<file path="src/rtl/core/rs_pkg.sv">
// Package for the radical simplifier: field widths, status codes and the
// divider status struct. Depends on nothing.
package rs_pkg;

  localparam int INPUT_BITS_DEF = 16;
  localparam int RADICAND_W     = 16;
  localparam int STATUS_W       = 2;
  localparam int OUTER_W        = 8;
  localparam int FIRST_PRIME    = 2;

  // Result status codes
  typedef enum logic [STATUS_W-1:0] {
    ST_SQUARE  = 2'd0,
    ST_REDUCED = 2'd1,
    ST_IRRED   = 2'd2,
    ST_INVALID = 2'd3
  } status_t;

  // Status of the shared divider seen by the sequencer
  typedef struct packed {
    logic busy;
    logic done;
  } div_stat_t;

endpackage

</file>
<file path="src/rtl/core/rs_in_if.sv">
// Input channel of the radical simplifier: valid/ready plus the radicand.
// Depends on rs_pkg.
interface rs_in_if;
  logic                           valid;
  logic                           ready;
  logic [rs_pkg::RADICAND_W-1:0]  radicand;

  modport source (output valid, output radicand, input ready);
  modport sink   (input valid, input radicand, output ready);
endinterface

</file>
<file path="src/rtl/core/rs_out_if.sv">
// Result channel of the radical simplifier: valid/ready plus status, m, n.
// Depends on rs_pkg.
interface rs_out_if;
  logic                           valid;
  logic                           ready;
  rs_pkg::status_t                status;
  logic [rs_pkg::OUTER_W-1:0]     outer_factor;
  logic [rs_pkg::RADICAND_W-1:0]  inner_radicand;

  modport source (output valid, output status, output outer_factor,
                  output inner_radicand, input ready);
  modport sink   (input valid, input status, input outer_factor,
                  input inner_radicand, output ready);
endinterface

</file>
<file path="src/rtl/core/rs_div.sv">
// Shared restoring divider: one quotient bit per cycle, VAL_W bits per
// division. Depends on rs_pkg for the status struct.
module rs_div #(
  parameter int VAL_W = rs_pkg::INPUT_BITS_DEF,
  parameter int P_W   = (rs_pkg::INPUT_BITS_DEF + 1) / 2 + 1
) (
  input  logic              clk,
  input  logic              rst_n,
  input  logic              start,
  input  logic [VAL_W-1:0]  dividend,
  input  logic [P_W-1:0]    divisor,
  output rs_pkg::div_stat_t stat,
  output logic [VAL_W-1:0]  quot,
  output logic [P_W-1:0]    rem
);

  localparam int CNT_W = $clog2(VAL_W + 1);

  logic               busy_r, busy_nxt;
  logic               done_r, done_nxt;
  logic [CNT_W-1:0]   cnt_r, cnt_nxt;
  logic [VAL_W-1:0]   quot_r, quot_nxt;
  logic [P_W-1:0]     rem_r, rem_nxt;
  logic [P_W-1:0]     div_r, div_nxt;
  logic [P_W:0]       trial;
  logic               fits;

  // Shift in the next dividend bit and test the divisor against it
  assign trial = {rem_r, quot_r[VAL_W-1]};
  assign fits  = trial >= {1'b0, div_r};

  always_comb begin
    busy_nxt = busy_r;
    done_nxt = 1'b0;
    cnt_nxt  = cnt_r;
    quot_nxt = quot_r;
    rem_nxt  = rem_r;
    div_nxt  = div_r;
    if (start) begin
      busy_nxt = 1'b1;
      cnt_nxt  = CNT_W'(VAL_W);
      quot_nxt = dividend;
      rem_nxt  = '0;
      div_nxt  = divisor;
    end else if (busy_r) begin
      quot_nxt = {quot_r[VAL_W-2:0], fits};
      rem_nxt  = fits ? P_W'(trial - {1'b0, div_r}) : P_W'(trial);
      cnt_nxt  = cnt_r - 1'b1;
      if (cnt_r == CNT_W'(1)) begin
        busy_nxt = 1'b0;
        done_nxt = 1'b1;
      end
    end
  end

  // Control state
  always_ff @(posedge clk) begin
    if (!rst_n) begin
      busy_r <= 1'b0;
      done_r <= 1'b0;
      cnt_r  <= '0;
    end else begin
      busy_r <= busy_nxt;
      done_r <= done_nxt;
      cnt_r  <= cnt_nxt;
    end
  end

  // Datapath
  always_ff @(posedge clk) begin
    quot_r <= quot_nxt;
    rem_r  <= rem_nxt;
    div_r  <= div_nxt;
  end

  assign stat.busy = busy_r;
  assign stat.done = done_r;
  assign quot      = quot_r;
  assign rem       = rem_r;

endmodule

</file>
<file path="src/rtl/core/radical_simplifier.sv">
// Radical simplifier: writes sqrt(radicand) as m * sqrt(n), n square-free.
//
// Channels: in_ch takes one radicand per transfer (valid/ready); out_ch
// returns one result per input: status, outer factor m, inner radicand n.
// Status: perfect square (n = 1), reduced (m > 1), irreducible (m = 1) or
// invalid (zero input, m = n = 0). Only the low INPUT_BITS bits are used.
//
// The block factors by trial division from 2, one candidate p at a time,
// stopping once p*p exceeds the remaining value. Every trial runs on one
// shared restoring divider of width W = min(INPUT_BITS,16) and holds the
// block until it is done; each candidate adds a p*p step (S_SQ) and a
// compare step (S_CHK), and each pair or odd leftover of p a multiply step.
// A zero input goes straight to the result state. in_ch.ready is high only
// between items.
//
// The result sits in an output register; the block takes the next input
// while it waits, but holds the following result until out_ch transfers.
// Reset (synchronous, active low) drops any item in flight and clears the
// output valid.
module radical_simplifier #(
  parameter int INPUT_BITS = rs_pkg::INPUT_BITS_DEF
) (
  input  logic     clk,
  input  logic     rst_n,
  rs_in_if.sink    in_ch,
  rs_out_if.source out_ch
);

  localparam int VAL_W = (INPUT_BITS < rs_pkg::RADICAND_W) ? INPUT_BITS
                                                           : rs_pkg::RADICAND_W;
  localparam int P_W   = (VAL_W + 1) / 2 + 1;
  localparam int M_W   = (VAL_W + 1) / 2;
  localparam int PP_W  = 2 * P_W;

  typedef enum logic [7:0] {
    S_IDLE = 8'b0000_0001,
    S_SQ   = 8'b0000_0010,
    S_CHK  = 8'b0000_0100,
    S_DIV  = 8'b0000_1000,
    S_MULM = 8'b0001_0000,
    S_MULN = 8'b0010_0000,
    S_FIN  = 8'b0100_0000,
    S_RES  = 8'b1000_0000
  } state_t;

  state_t              state_r, state_nxt;
  logic [VAL_W-1:0]    v_r, v_nxt;
  logic [P_W-1:0]      p_r, p_nxt;
  logic [M_W-1:0]      m_r, m_nxt;
  logic [VAL_W-1:0]    n_r, n_nxt;
  logic [PP_W-1:0]     pp_r, pp_nxt;
  logic                odd_r, odd_nxt;
  logic                zero_r, zero_nxt;

  logic                out_valid_r, out_valid_nxt;
  rs_pkg::status_t     out_status_r, out_status_nxt;
  logic [M_W-1:0]      out_m_r, out_m_nxt;
  logic [VAL_W-1:0]    out_n_r, out_n_nxt;

  logic [VAL_W-1:0]    mul_a, mul_b;
  logic [2*VAL_W-1:0]  mul_prod;
  logic                div_start;
  logic [VAL_W-1:0]    div_dividend;
  rs_pkg::div_stat_t   div_stat;
  logic [VAL_W-1:0]    div_quot;
  logic [P_W-1:0]      div_rem;
  logic                res_load;
  rs_pkg::status_t     res_status;

  rs_div #(
    .VAL_W (VAL_W),
    .P_W   (P_W)
  ) u_div (
    .clk      (clk),
    .rst_n    (rst_n),
    .start    (div_start),
    .dividend (div_dividend),
    .divisor  (p_r),
    .stat     (div_stat),
    .quot     (div_quot),
    .rem      (div_rem)
  );

  // Select multiplier operands by step: p*p, m*p, n*p or n*v
  always_comb begin
    mul_a = VAL_W'(p_r);
    mul_b = VAL_W'(p_r);
    case (state_r)
      S_MULM: mul_a = VAL_W'(m_r);
      S_MULN: mul_a = n_r;
      S_FIN: begin
        mul_a = n_r;
        mul_b = v_r;
      end
      default: ;
    endcase
  end

  assign mul_prod = (2*VAL_W)'(mul_a) * (2*VAL_W)'(mul_b);

  // Divide the fresh quotient when repeating the same prime
  assign div_dividend = (state_r == S_DIV) ? div_quot : v_r;

  // Classify the finished factorization
  always_comb begin
    if (zero_r)
      res_status = rs_pkg::ST_INVALID;
    else if (n_r == VAL_W'(1))
      res_status = rs_pkg::ST_SQUARE;
    else if (m_r > M_W'(1))
      res_status = rs_pkg::ST_REDUCED;
    else
      res_status = rs_pkg::ST_IRRED;
  end

  assign res_load = (state_r == S_RES) && (!out_valid_r || out_ch.ready);

  // Sequencer
  always_comb begin
    state_nxt = state_r;
    v_nxt     = v_r;
    p_nxt     = p_r;
    m_nxt     = m_r;
    n_nxt     = n_r;
    pp_nxt    = pp_r;
    odd_nxt   = odd_r;
    zero_nxt  = zero_r;
    div_start = 1'b0;
    unique case (state_r)
      S_IDLE: begin
        if (in_ch.valid) begin
          v_nxt    = in_ch.radicand[VAL_W-1:0];
          p_nxt    = P_W'(rs_pkg::FIRST_PRIME);
          odd_nxt  = 1'b0;
          zero_nxt = (in_ch.radicand[VAL_W-1:0] == '0);
          if (in_ch.radicand[VAL_W-1:0] == '0) begin
            m_nxt     = '0;
            n_nxt     = '0;
            state_nxt = S_RES;
          end else begin
            m_nxt     = M_W'(1);
            n_nxt     = VAL_W'(1);
            state_nxt = S_SQ;
          end
        end
      end
      S_SQ: begin
        pp_nxt    = mul_prod[PP_W-1:0];
        state_nxt = S_CHK;
      end
      S_CHK: begin
        if (pp_r > PP_W'(v_r)) begin
          state_nxt = S_FIN;
        end else begin
          div_start = 1'b1;
          state_nxt = S_DIV;
        end
      end
      S_DIV: begin
        if (div_stat.done) begin
          if (div_rem == '0) begin
            v_nxt = div_quot;
            if (odd_r) begin
              // second copy of p completes a pair
              odd_nxt   = 1'b0;
              state_nxt = S_MULM;
            end else begin
              odd_nxt   = 1'b1;
              div_start = 1'b1;
            end
          end else if (odd_r) begin
            odd_nxt   = 1'b0;
            state_nxt = S_MULN;
          end else begin
            p_nxt     = p_r + 1'b1;
            state_nxt = S_SQ;
          end
        end
      end
      S_MULM: begin
        m_nxt     = mul_prod[M_W-1:0];
        div_start = 1'b1;
        state_nxt = S_DIV;
      end
      S_MULN: begin
        n_nxt     = mul_prod[VAL_W-1:0];
        p_nxt     = p_r + 1'b1;
        state_nxt = S_SQ;
      end
      S_FIN: begin
        // leftover value above one is a single prime
        if (v_r > VAL_W'(1))
          n_nxt = mul_prod[VAL_W-1:0];
        state_nxt = S_RES;
      end
      S_RES: begin
        if (res_load)
          state_nxt = S_IDLE;
      end
      default: state_nxt = S_IDLE;
    endcase
  end

  // Output register: load on finish, drop on transfer
  always_comb begin
    out_status_nxt = out_status_r;
    out_m_nxt      = out_m_r;
    out_n_nxt      = out_n_r;
    out_valid_nxt  = out_valid_r && !out_ch.ready;
    if (res_load) begin
      out_status_nxt = res_status;
      out_m_nxt      = m_r;
      out_n_nxt      = n_r;
      out_valid_nxt  = 1'b1;
    end
  end

  // Control state
  always_ff @(posedge clk) begin
    if (!rst_n) begin
      state_r     <= S_IDLE;
      out_valid_r <= 1'b0;
    end else begin
      state_r     <= state_nxt;
      out_valid_r <= out_valid_nxt;
    end
  end

  // Working and result payload
  always_ff @(posedge clk) begin
    v_r          <= v_nxt;
    p_r          <= p_nxt;
    m_r          <= m_nxt;
    n_r          <= n_nxt;
    pp_r         <= pp_nxt;
    odd_r        <= odd_nxt;
    zero_r       <= zero_nxt;
    out_status_r <= out_status_nxt;
    out_m_r      <= out_m_nxt;
    out_n_r      <= out_n_nxt;
  end

  assign in_ch.ready           = (state_r == S_IDLE);
  assign out_ch.valid          = out_valid_r;
  assign out_ch.status         = out_status_r;
  assign out_ch.outer_factor   = rs_pkg::OUTER_W'(out_m_r);
  assign out_ch.inner_radicand = rs_pkg::RADICAND_W'(out_n_r);

endmodule

</file>
<file path="src/flat_wrapper.sv">
// flat-port wrapper written by rule: the top's interface ports become plain ports
module radical_simplifier_flat 
#(
  parameter int INPUT_BITS = rs_pkg::INPUT_BITS_DEF
)
  (clk, rst_n, in_ch_valid, in_ch_radicand, in_ch_ready, out_ch_valid, out_ch_status, out_ch_outer_factor, out_ch_inner_radicand, out_ch_ready);
  rs_in_if in_ch_i ();
  rs_out_if out_ch_i ();
  input  logic clk;
  input  logic rst_n;
  input wire logic [$bits(in_ch_i.valid)-1:0] in_ch_valid;
  input wire logic [$bits(in_ch_i.radicand)-1:0] in_ch_radicand;
  output wire logic [$bits(in_ch_i.ready)-1:0] in_ch_ready;
  output wire logic [$bits(out_ch_i.valid)-1:0] out_ch_valid;
  output wire logic [$bits(out_ch_i.status)-1:0] out_ch_status;
  output wire logic [$bits(out_ch_i.outer_factor)-1:0] out_ch_outer_factor;
  output wire logic [$bits(out_ch_i.inner_radicand)-1:0] out_ch_inner_radicand;
  input wire logic [$bits(out_ch_i.ready)-1:0] out_ch_ready;
  assign in_ch_i.valid = in_ch_valid;
  assign in_ch_i.radicand = in_ch_radicand;
  assign in_ch_ready = in_ch_i.ready;
  assign out_ch_valid = out_ch_i.valid;
  assign out_ch_status = out_ch_i.status;
  assign out_ch_outer_factor = out_ch_i.outer_factor;
  assign out_ch_inner_radicand = out_ch_i.inner_radicand;
  assign out_ch_i.ready = out_ch_ready;
  radical_simplifier #(.INPUT_BITS(INPUT_BITS)) u_core (.clk(clk), .rst_n(rst_n), .in_ch(in_ch_i), .out_ch(out_ch_i));
endmodule
</file>
<file path="config.mk">
export PLATFORM = sky130hd
export DESIGN_NAME = radical_simplifier_flat
export DESIGN_NICKNAME = d
export VERILOG_FILES = /design/src/rtl/core/rs_pkg.sv /design/src/rtl/core/rs_in_if.sv /design/src/rtl/core/rs_out_if.sv /design/src/rtl/core/rs_div.sv /design/src/rtl/core/radical_simplifier.sv /design/src/flat_wrapper.sv
export SDC_FILE = /design/constraint.sdc
export NUM_CORES = 1
export LEC_CHECK = 0
export BUFFER_PORTS_ARGS = -buffer_cell sky130_fd_sc_hd__buf_2
export CELL_PAD_IN_SITES_DETAIL_PLACEMENT = 0
export CELL_PAD_IN_SITES_GLOBAL_PLACEMENT = 1
export CORE_UTILIZATION = 39
export DETAILED_ROUTE_END_ITERATION = 16
export PLACE_DENSITY = 0.69
export SLEW_MARGIN = 15
export SYNTH_ARGS = -nofsm -noshare
export SYNTH_HDL_FRONTEND = slang
export SYNTH_SLANG_ARGS = --single-unit
</file>
<file path="constraint.sdc">
create_clock -name clk -period 17 [get_ports clk]
set_input_delay 3.4 -clock clk [delete_from_list [all_inputs] [get_ports clk]]
set_output_delay 3.4 -clock clk [all_outputs]
set_load 0.1 [all_outputs]
</file>
# ---- Word level (Yosys, flattened, before mapping)
# Index checks and enable logic that the tools add are counted.
dict set report op_classes {
  addsub 3
  mul 1
  order_cmp 4
  n_eq_ne 19
  mux 48
  n_bitwise 2
  n_reduce_logical 23
}
# op n
set ops {}
lappend ops {{2-to-1 mux 16 bit} 9}
lappend ops {{one-hot mux 16 bit (2 select lines)} 2}
lappend ops {{one-hot mux 8 bit (8 select lines)} 1}
lappend ops {{2-to-1 mux 8 bit} 7}
lappend ops {{one-hot mux 16 bit (3 select lines)} 1}
lappend ops {{2-to-1 mux 9 bit} 5}
lappend ops {{one-hot mux 9 bit (3 select lines)} 1}
lappend ops {{> comparator 18 x 16 -> 1 bit} 1}
lappend ops {{multiplier 16 x 16 -> 18 bit} 1}
lappend ops {{== test 16 x 1 -> 1 bit (second input constant)} 1}
lappend ops {{> comparator 16 x 1 -> 1 bit (second input constant)} 1}
lappend ops {{logical NOT 16 bit} 1}
lappend ops {{one-hot mux 8 bit (2 select lines)} 1}
lappend ops {{2-to-1 mux 1 bit} 13}
lappend ops {{!= test 2 bit (second input constant)} 6}
lappend ops {{>= comparator 10 x 9 -> 1 bit} 1}
lappend ops {{2-to-1 mux 5 bit} 2}
lappend ops {{adder 9 x 1 -> 9 bit (second input constant)} 1}
lappend ops {{logical NOT 9 bit} 1}
lappend ops {{subtractor 9 bit} 1}
lappend ops {{== test 8 x 1 -> 1 bit (second input constant)} 1}
lappend ops {{== test 8 x 2 -> 1 bit (second input constant)} 1}
lappend ops {{== test 8 x 3 -> 1 bit (second input constant)} 1}
lappend ops {{== test 8 x 4 -> 1 bit (second input constant)} 1}
lappend ops {{26 further kinds} 39}
dict set report word_totals {
  ff_bits 145
  output_inout_bits 28
}

# ---- Longest topological paths before layout
# Gate-level depths: netlist (run 1).
dict set report logic_depth {
  depth_word 6
  ltp_mapped 29
  ltp_nobuf 27
}

# ---- Cells and area by module
# From an unflattened synthesis (run 1), not the netlist that was laid out.
dict set report unflattened {
  cells_unflattened 1192
  area_unflattened_um2 11918.9
}
# module instances cells_each area_each_um2 seq_area_each_um2
set modules_own_cells {}
lappend modules_own_cells {radical_simplifier 1 1003 9758.1 3032.9}
lappend modules_own_cells {rs_div 1 189 2160.8 1071.0}

# ---- Least setup slack after synthesis (run 1)
# No wires, ideal clock.
dict set report synth_timing {
  kind {reg2reg}
  from {reg u_core.state_r[0]}
  to {reg u_core.pp_r[17], data pin}
  setup_ps 260
  arrival_time_ps 6613
  required_ps 16740
  slack_ps 10126
  path_stages_with_launch 25
  path_buffers 2
  path_cell_list {dfxtp_1 -> nor4_4 -> and4b_1 -> buf_6 -> clkbuf_1 -> mux2_2 -> and3_1 -> fa_1 -> inv_1 -> fa_1 -> inv_1 -> fa_1 -> inv_1 -> fa_1 -> fa_1 -> fa_1 -> xor2_1 -> xnor2_1 -> xnor2_1 -> xnor2_1 -> xnor2_1 -> xnor2_1 -> xnor2_1 -> xnor3_1 -> xnor2_1}
}
dict set report synth_between {
  elab_chain_len 4
  word_cells_on_any_way 7
  cone_classes {1 x mul; 3 x eq/ne; 2 x mux; 1 x reduce/logical}
}
# item line_no
set synth_rtl {}
lappend synth_rtl {{from (decl)} radical_simplifier.sv:46} ;# state_t state_r, state_nxt;
lappend synth_rtl {{from (signal assigned)} radical_simplifier.sv:224} ;# state_r <= state_nxt;
lappend synth_rtl {{== test 8 x 6 -> 1 bit or == test 8 x 7 -> 1 bit (tied branches)} radical_simplifier.sv:88} ;# case (state_r)
lappend synth_rtl {{OR reduction 2 bit (no line)} --}
lappend synth_rtl {{one-hot mux 16 bit (2 select lines)} radical_simplifier.sv:88}
lappend synth_rtl {{multiplier 16 x 16 -> 18 bit (*)} radical_simplifier.sv:99} ;# assign mul_prod = (2*VAL_W)'(mul_a) * (2*VAL_W)'(mul_b);
lappend synth_rtl {{via u_core.mul_prod[17]} radical_simplifier.sv:61} ;# logic [2*VAL_W-1:0] mul_prod;
lappend synth_rtl {{to (signal assigned)} radical_simplifier.sv:235} ;# pp_r <= pp_nxt;
lappend synth_rtl {{to (decl)} radical_simplifier.sv:51} ;# logic [PP_W-1:0] pp_r, pp_nxt;
# The timed path passes the listed nets; every way through them passes the cells marked *.
# A chain may end at the register's enable or synchronous reset.

# ---- Final worst setup path (run 1)
# Ends and elaborated chain as after synthesis.

==> reports/results.md, run 1 <==
- **status** completed
- **post-detailed-route via-to-cell ratio** 5.241
- **total negative slack** 0 ns
- **DRC violation total after the first TritonRoute iteration** 521
- **net count after synthesis** 1350
- **synthesized cell area** 0.01175 sq mm
- **Final nets** 1401
- **num ports** 48
- **fraction of the core area covered by cells at the end of the flow** 44.02%
- **starting density of the core** 39.65%
- **period utilization** 49.39%
- **Setup crit start kind** flip-flop
- **CTS-repair resized insts** 0
- **global routing met2 resource utilization** 35.16%
- **most common cell after layout, fill and taps aside** inv_1
- **Total Die Area** 0.03083 sq mm
- **Max-Slew Margin vs Limit** 24.04%
- **placeable core region** 0.02964 sq mm
- **worst setup slack after layout** 8.604 ns
- **endpoint class of the critical path** flip-flop
- **worst slack at placement** 8.595 ns
- **Bufs on Longest Clock Path** 2
- **final worst path period need** 8.396 ns
- **global-route wire length before repair** 50070 microns
- **DRT Wirelength** 31560 microns
- **DP HPWL** 24510 microns
- **remaining antenna violation count** 0
- **antenna diode count** 0
- **HP Class** reg -> reg
- **H-Tree Depth** 4
- **met1 demand-to-capacity share in global routing** 29.75%
- **share of async-settable or async-resettable flops after synthesis** 0%
- **commonest cells after routing, fill and taps aside** inv_1, nor2_1, edfxtp_1
- **unrepaired setup endpoints after global routing** no
- **clk sink count** 145
- **number of buffers added by the clock tree synthesis step** 17
- **initial antenna violation count** 0
- **critical path data required time** 17.16 ns
- **total placed cells including tap cells** 1564
- **syn avg cell area** 10.29 sq um
- **die width** 175.6 microns
- **max-slew violation count** 0
- **Setup violations, final** 0
- **wire length per cell after detailed routing** 19.77 microns
- **post-synthesis cell type with the largest combined area** edfxtp_1
- **portion of synthesized cell area occupied by the leading cell type** 30.66%
- **total global routing overflow** 0
- **maximum frequency from static timing analysis** 119.1 MHz
- **Top FF cell, synth** edfxtp_1
- **Max FO, Critical Path** 52
- **aggregate global-route resource usage** 21.71%
- **DRT Pass-1 Iters** 5
- **final RePlAce weighted congestion** 0.8641
- **Worst Tran Pin Value** 1.139 ns
- **post-detailed-route DRC marker count** 0
- **flip-flop and latch count after synthesis** 145
- **number of synthesized flops with an enable pin** 120
- **Root Driver** clkbuf_16
- **source-to-sink clock delay at the later pin of the worst-skew pair** 0.43 ns
- **Worst Path Class, Setup** reg -> reg
- **skew final** 0.01703 ns
- **vias in the first global route** 8554
- **TritonCTS clock tree** built
- **YS warnings** 0
- **number of post-CTS setup repair buffers** 0
- **max_cap viols** 0
- **most area-consuming cells after synthesis** edfxtp_1, fa_1, ha_1
- **pin count of the biggest net entering global routing** 53
- **routed vias** 8365
- **Netlist cell types** 64
- **die extent in y** 175.6 microns
- **final cell count without fillers** 1596
- **floorplan row count** 63
- **cells after synthesis** 1142
- **Layout Area Growth over Synthesis** 11.01%
- **layer with the highest usage after global routing** met2
- **fraction of final layout cells sized beyond drive strength 1** 13.35%
- **hold-fix buffers at CTS** 0
- **number of port buffers** 47
- **clock-pin transition on the worst setup and hold timing paths** 0.07 ns
- **sequential area share after synthesis** 34.92%
- **global routing usage on met3** 3.571%
- **Crit path arrival time** 8.55 ns
- **Hold Violations, Final** 0
flip-flops by register name, indices dropped and copies added (netlist names):
name,count
u_core.pp_r,18
u_core.n_r,16
u_core.out_ch.inner_radicand,16
u_core.u_div.quot,16
u_core.v_r,16
u_core.p_r,9
u_core.u_div.div_r,9
u_core.u_div.rem,9
u_core.m_r,8
u_core.out_ch.outer_factor,8
u_core.state_r,8
u_core.u_div.cnt_r,5
u_core.out_ch.status,2
u_core.odd_r,1
u_core.out_ch.valid,1
u_core.u_div.busy_r,1
u_core.u_div.done_r,1
u_core.zero_r,1
synth_stat cells, types with 3 or more instances:
master,n
buf_2,7
dfxtp_1,25
nand2b_1,4
buf_6,4
nand2_1,83
a21o_1,15
nor4b_1,3
o21a_1,6
clkbuf_1,23
and2_1,16
and3_1,10
nor4_1,16
a31oi_1,4
o21bai_1,4
edfxtp_1,120
nor2_1,129
nor2b_1,12
or3_1,3
ha_1,80
a21oi_1,28
xor2_1,20
a211oi_1,10
a21boi_0,3
nand3_1,44
o21ai_0,13
a22o_1,4
inv_1,183
fa_1,108
nand3b_1,3
nand4_1,12
a221o_1,3
nor3_1,17
or2_2,7
mux2i_1,15
mux2_2,36
xnor2_1,34
worst max-delay path, cell delays in order, from the launching register on:
cell and delay (ns):
dfxtp_1 0.39, nor4_4 0.59, and3_2 0.96, nor2_4 0.21
a21oi_1 0.64, nor2_1 0.16, fa_1 0.56, inv_1 0.06
fa_1 0.53, inv_1 0.04, ha_1 0.21, fa_1 0.49
fa_1 0.49, inv_1 0.05, fa_1 0.52, inv_1 0.04
ha_1 0.24, nor3_1 0.18, o21ai_0 0.12, a31oi_1 0.30
nor2b_1 0.09, o21ai_0 0.16, nand2b_1 0.10, a21o_1 0.19
a21o_1 0.20, a31oi_1 0.42, xnor2_1 0.15
layout make-up:
class	count	area, sq um
clock inverter	14	121.4
sequential	145	4104
multi-input combinational	778	6814
inverter	183	686.9
timing repair buffer	68	392.9
tap	390	488.0
fill	2885	16590
clock buffer	18	439.2
cell families after synthesis:
logic type               count (synthesis)  share of synthesized area [%]
flip-flops                             145                          34.92
multiplexers                            51                          4.727
XOR/XNOR                                55                          4.216
AND/OR/NAND/NOR                        375                          15.41
adder cells (fa/ha/maj)                188                          26.91
AO/OA/AOI/OAI                          109                          6.462
buffers and inverters                  219                          7.356
worst paths after layout:
check	cells after the start	end	slack [ns]	startpoint
worst max-delay path	26	u_core.pp_r[17]	8.60	u_core.state_r[0]
worst min register to register	2	u_core.u_div.cnt_r[1]	0.50	u_core.u_div.cnt_r[1]
worst min-delay path	2	u_core.u_div.cnt_r[1]	0.50	u_core.u_div.cnt_r[1]
worst max register to register	26	u_core.pp_r[17]	8.60	u_core.state_r[0]
per-layer routing:
| metal | share of wire [%] | up-vias |
|---|---|---|
| met4 | 2.2 | 0 |
| met2 | 49 | 171 |
| met5 | 0 | - |
| met1 | 45 | 4235 |
| met3 | 4.2 | 43 |
| li1 | - | 3916 |
through the flow:
step           instance area, sq um  hold WS, ns
6_report                      13050       0.4992
5_1_grt                       13050       0.5088
4_1_cts                       13050       0.5025
3_5_place_dp                  12490       0.4829
3_3_place_gp                  12490       0.4757
2_1_floorplan                 11750       0.4244
Power of run 1 is left out: the tool's default activity adds up to more than one toggle a clock period on the data nets, which glitch-free logic cannot reach.
==> run 2, diff against run 1 <==
--- a/config.mk
+++ b/config.mk
@@ -5,12 +5,13 @@
 export SDC_FILE = /design/constraint.sdc
 export NUM_CORES = 1
 export LEC_CHECK = 0
+export ABC_AREA = 1
 export BUFFER_PORTS_ARGS = -buffer_cell sky130_fd_sc_hd__buf_2
 export CELL_PAD_IN_SITES_DETAIL_PLACEMENT = 0
 export CELL_PAD_IN_SITES_GLOBAL_PLACEMENT = 1
 export CORE_UTILIZATION = 39
 export DETAILED_ROUTE_END_ITERATION = 16
-export PLACE_DENSITY = 0.69
+export PLACE_DENSITY = 0.73
 export SLEW_MARGIN = 15
 export SYNTH_ARGS = -nofsm -noshare
 export SYNTH_HDL_FRONTEND = slang
==> constraint.sdc (replaced) <==
create_clock -name clk -period 7 [get_ports clk]
set_input_delay 1.4 -clock clk [delete_from_list [all_inputs] [get_ports clk]]
set_output_delay 1.4 -clock clk [all_outputs]
set_load 0.1 [all_outputs]
==> reports/results.md, run 2 <==
- **routed vias** 9183
- **endpoint class of the critical path** flip-flop
- **max_cap viols** 0
- **Setup crit start kind** flip-flop
- **flip-flop and latch count after synthesis** 145
- **floorplan row count** 63
- **die extent in y** 176.4 microns
- **YS warnings** 0
- **HP Class** reg -> reg
- **endpoint of the worst hold path** u_core.u_div.div_r[8]
- **vias in the first global route** 9118
- **number of port buffers** 47
- **Bufs on Longest Clock Path** 2
- **Worst Path Class, Setup** reg -> reg
- **critical path data required time** 7.20 ns
- **DRT Wirelength** 32250 microns
- **Top FF cell, synth** edfxtp_1
- **Worst Tran Pin Value** 0.7874 ns
- **endpoint of the lowest-slack register-to-register path** u_core.pp_r[15]
- **worst slack at placement** 0.1075 ns
- **post-synthesis cell type with the largest combined area** edfxtp_1
- **source-to-sink clock delay at the later pin of the worst-skew pair** 0.43 ns
- **max-slew violation count** 0
- **setup slack of the most critical reg-to-reg path** 0.34 ns
- **Max FO, Critical Path** 16
- **portion of synthesized cell area occupied by the leading cell type** 30.39%
- **die width** 176.4 microns
- **launching point of the worst reg2reg path** u_core.state_r[1]
- **wire length per cell after detailed routing** 17.49 microns
- **max FFs per register** 18
- **Total Die Area** 0.03111 sq mm
- **share of async-settable or async-resettable flops after synthesis** 0%
- **most common cell after layout, fill and taps aside** inv_1
- **Setup violations, final** 0
- **post-detailed-route DRC marker count** 0
- **Root Driver** clkbuf_16
- **count of cells along the worst register-to-register path** 28
- **Worst Hold Margin** 0.4562 ns
- **maximum cell stage delay along the critical path** 0.55 ns
- **remaining antenna violation count** 0
- **period utilization** 95.07%
- **maximum frequency from static timing analysis** 150.3 MHz
- **top cell types by occurrence after synthesis** inv_1, nand2_1, nor2_1, edfxtp_1, fa_1
- **DRT Pass-1 Iters** 7
- **initial antenna violation count** 0
- **number of buffers added by the clock tree synthesis step** 17
- **Max-Slew Margin vs Limit** 47.51%
- **largest register by flop count** u_core.pp_r
- **clk sink count** 145
- **most area-consuming cells after synthesis** edfxtp_1, fa_1, inv_1
- **most numerous cell on the critical path** fa_1
- **WHS Path Cells** 0
- **antenna diode count** 0
- **skew final** 0.009559 ns
- **synthesized cell area** 0.01186 sq mm
- **hold-fix buffers at CTS** 0
- **placeable core region** 0.02980 sq mm
- **final worst path period need** 6.655 ns
- **number of synthesized flops with an enable pin** 120
- **critical hold path startpoint** u_core.p_r[8]
- **sequential area share after synthesis** 34.61%
- **clock-pin transition on the worst setup and hold timing paths** 0.07 ns
- **DP HPWL** 25820 microns
- **critical path's slowest cell** fa_1
- **starting density of the core** 39.80%
- **worst setup slack after layout** 0.3448 ns
- **commonest cells after routing, fill and taps aside** inv_1, nand2_1, nor2_1
- **net count after synthesis** 1560
- **cells after synthesis** 1352
- **num ports** 48
- **H-Tree Depth** 4
- **DRC violation total after the first TritonRoute iteration** 675
- **most common cell in the netlist** inv_1
- **total global routing overflow** 0
- **Hold Violations, Final** 0
- **syn avg cell area** 8.771 sq um
- **final RePlAce weighted congestion** 0.9561
- **status** completed
- **Final nets** 1649
- **aggregate global-route resource usage** 21.89%
- **post-detailed-route via-to-cell ratio** 4.980
- **Layout Area Growth over Synthesis** 13.80%
- **pin count of the biggest net entering global routing** 38
- **Crit path arrival time** 6.85 ns
- **Netlist cell types** 48
- **TritonCTS clock tree** built
- **global-route wire length before repair** 50730 microns
- **fraction of final layout cells sized beyond drive strength 1** 12.17%
## run 2: cell count changes in the layout (fill, tap and decap cells not counted), sizes merged, moves of 10 or more
cell and change:
a21o -17, a21oi +25, and2 -16, and3 -10
buf +22, inv +126, mux2 -36, mux2i -15
nand2 +165, nor2 +44, nor2b -13, o21ai +60
xnor2 -23
## run 2: how the worst max path moves through the flow
| stage | startpoint | endpoint | slack [ns] | cells after the start |
|---|---|---|---|---|
| 2_1_floorplan | u_core.state_r[0] | u_core.pp_r[17] | 0.83 | 31 |
| 3_3_place_gp | u_core.state_r[0] | u_core.n_r[15] | 0.13 | 26 |
| 3_5_place_dp | u_core.state_r[0] | u_core.n_r[15] | 0.11 | 26 |
| 4_1_cts | u_core.state_r[1] | u_core.n_r[15] | 0.06 | 26 |
| 5_1_grt | u_core.state_r[0] | u_core.pp_r[17] | -0.007 | 31 |
| 6_report | u_core.state_r[1] | u_core.pp_r[15] | 0.34 | 28 |
## run 2: logic make-up (layout without fill, tap and decap cells)
| kind of cell | after synthesis | in the layout | synth area share, % |
|---|---|---|---|
| adders and majority gates | 188 | 188 | 26.67 |
| buffers and inverters | 335 | 436 | 10.85 |
| xor gates and xnor gates | 29 | 29 | 2.205 |
| AOI/OAI and AO/OA | 145 | 145 | 6.869 |
| and+or+nand+nor | 510 | 511 | 18.80 |
| DFF | 145 | 145 | 34.61 |
## run 2: metal layers
layer  up-vias  share of wire [%]  wire, microns  GRT usage (%)
met2       261                 45          14480          33.51
met4         0                2.4            763          7.507
met5         -                  0              0              0
li1       4428                  -              -              -
met1      4446                 47          15200          31.50
met3        48                5.6           1807          3.295
## run 2: timing repair
| action | 4_1_cts | 5_1_grt |
|---|---|---|
| setup endpoints to repair | 0 | 9 |
| setup buffers | 0 | 12 |
| gates resized for setup | 0 | 13 |
## run 2: final cells by class
type	instances	area, sq um
inverter	314	1191
tap	390	488.0
timing repair buffer	90	570.5
sequential	145	4104
clock buffer	17	425.4
multi-input combinational	873	6529
clock inverter	15	187.7
fill	2939	16300
## run 2: metrics by stage
step / util (%) / instance area, sq um / TNS (ns) / std cells
floorplan: - / 11860 / 0 / 1352
global route: 45.29 / 13500 / -0.007345 / 1844
global placement: 42.73 / 12730 / 0 / 1799
finish: 45.29 / 13500 / 0 / 1844
CTS: 44.78 / 13340 / 0 / 1831
detailed placement: 42.73 / 12730 / 0 / 1799
## run 2: worst max-delay path: cells and delay by family, from the launching register on
family	cells	cell delay, ns
buf+inv	10	0.94
simple gates	6	0.80
fa+ha+maj	7	3.49
xor+xnor	1	0.20
flops	1	0.33
compound gates	4	0.63
Power of run 2 is left out for the same reason.
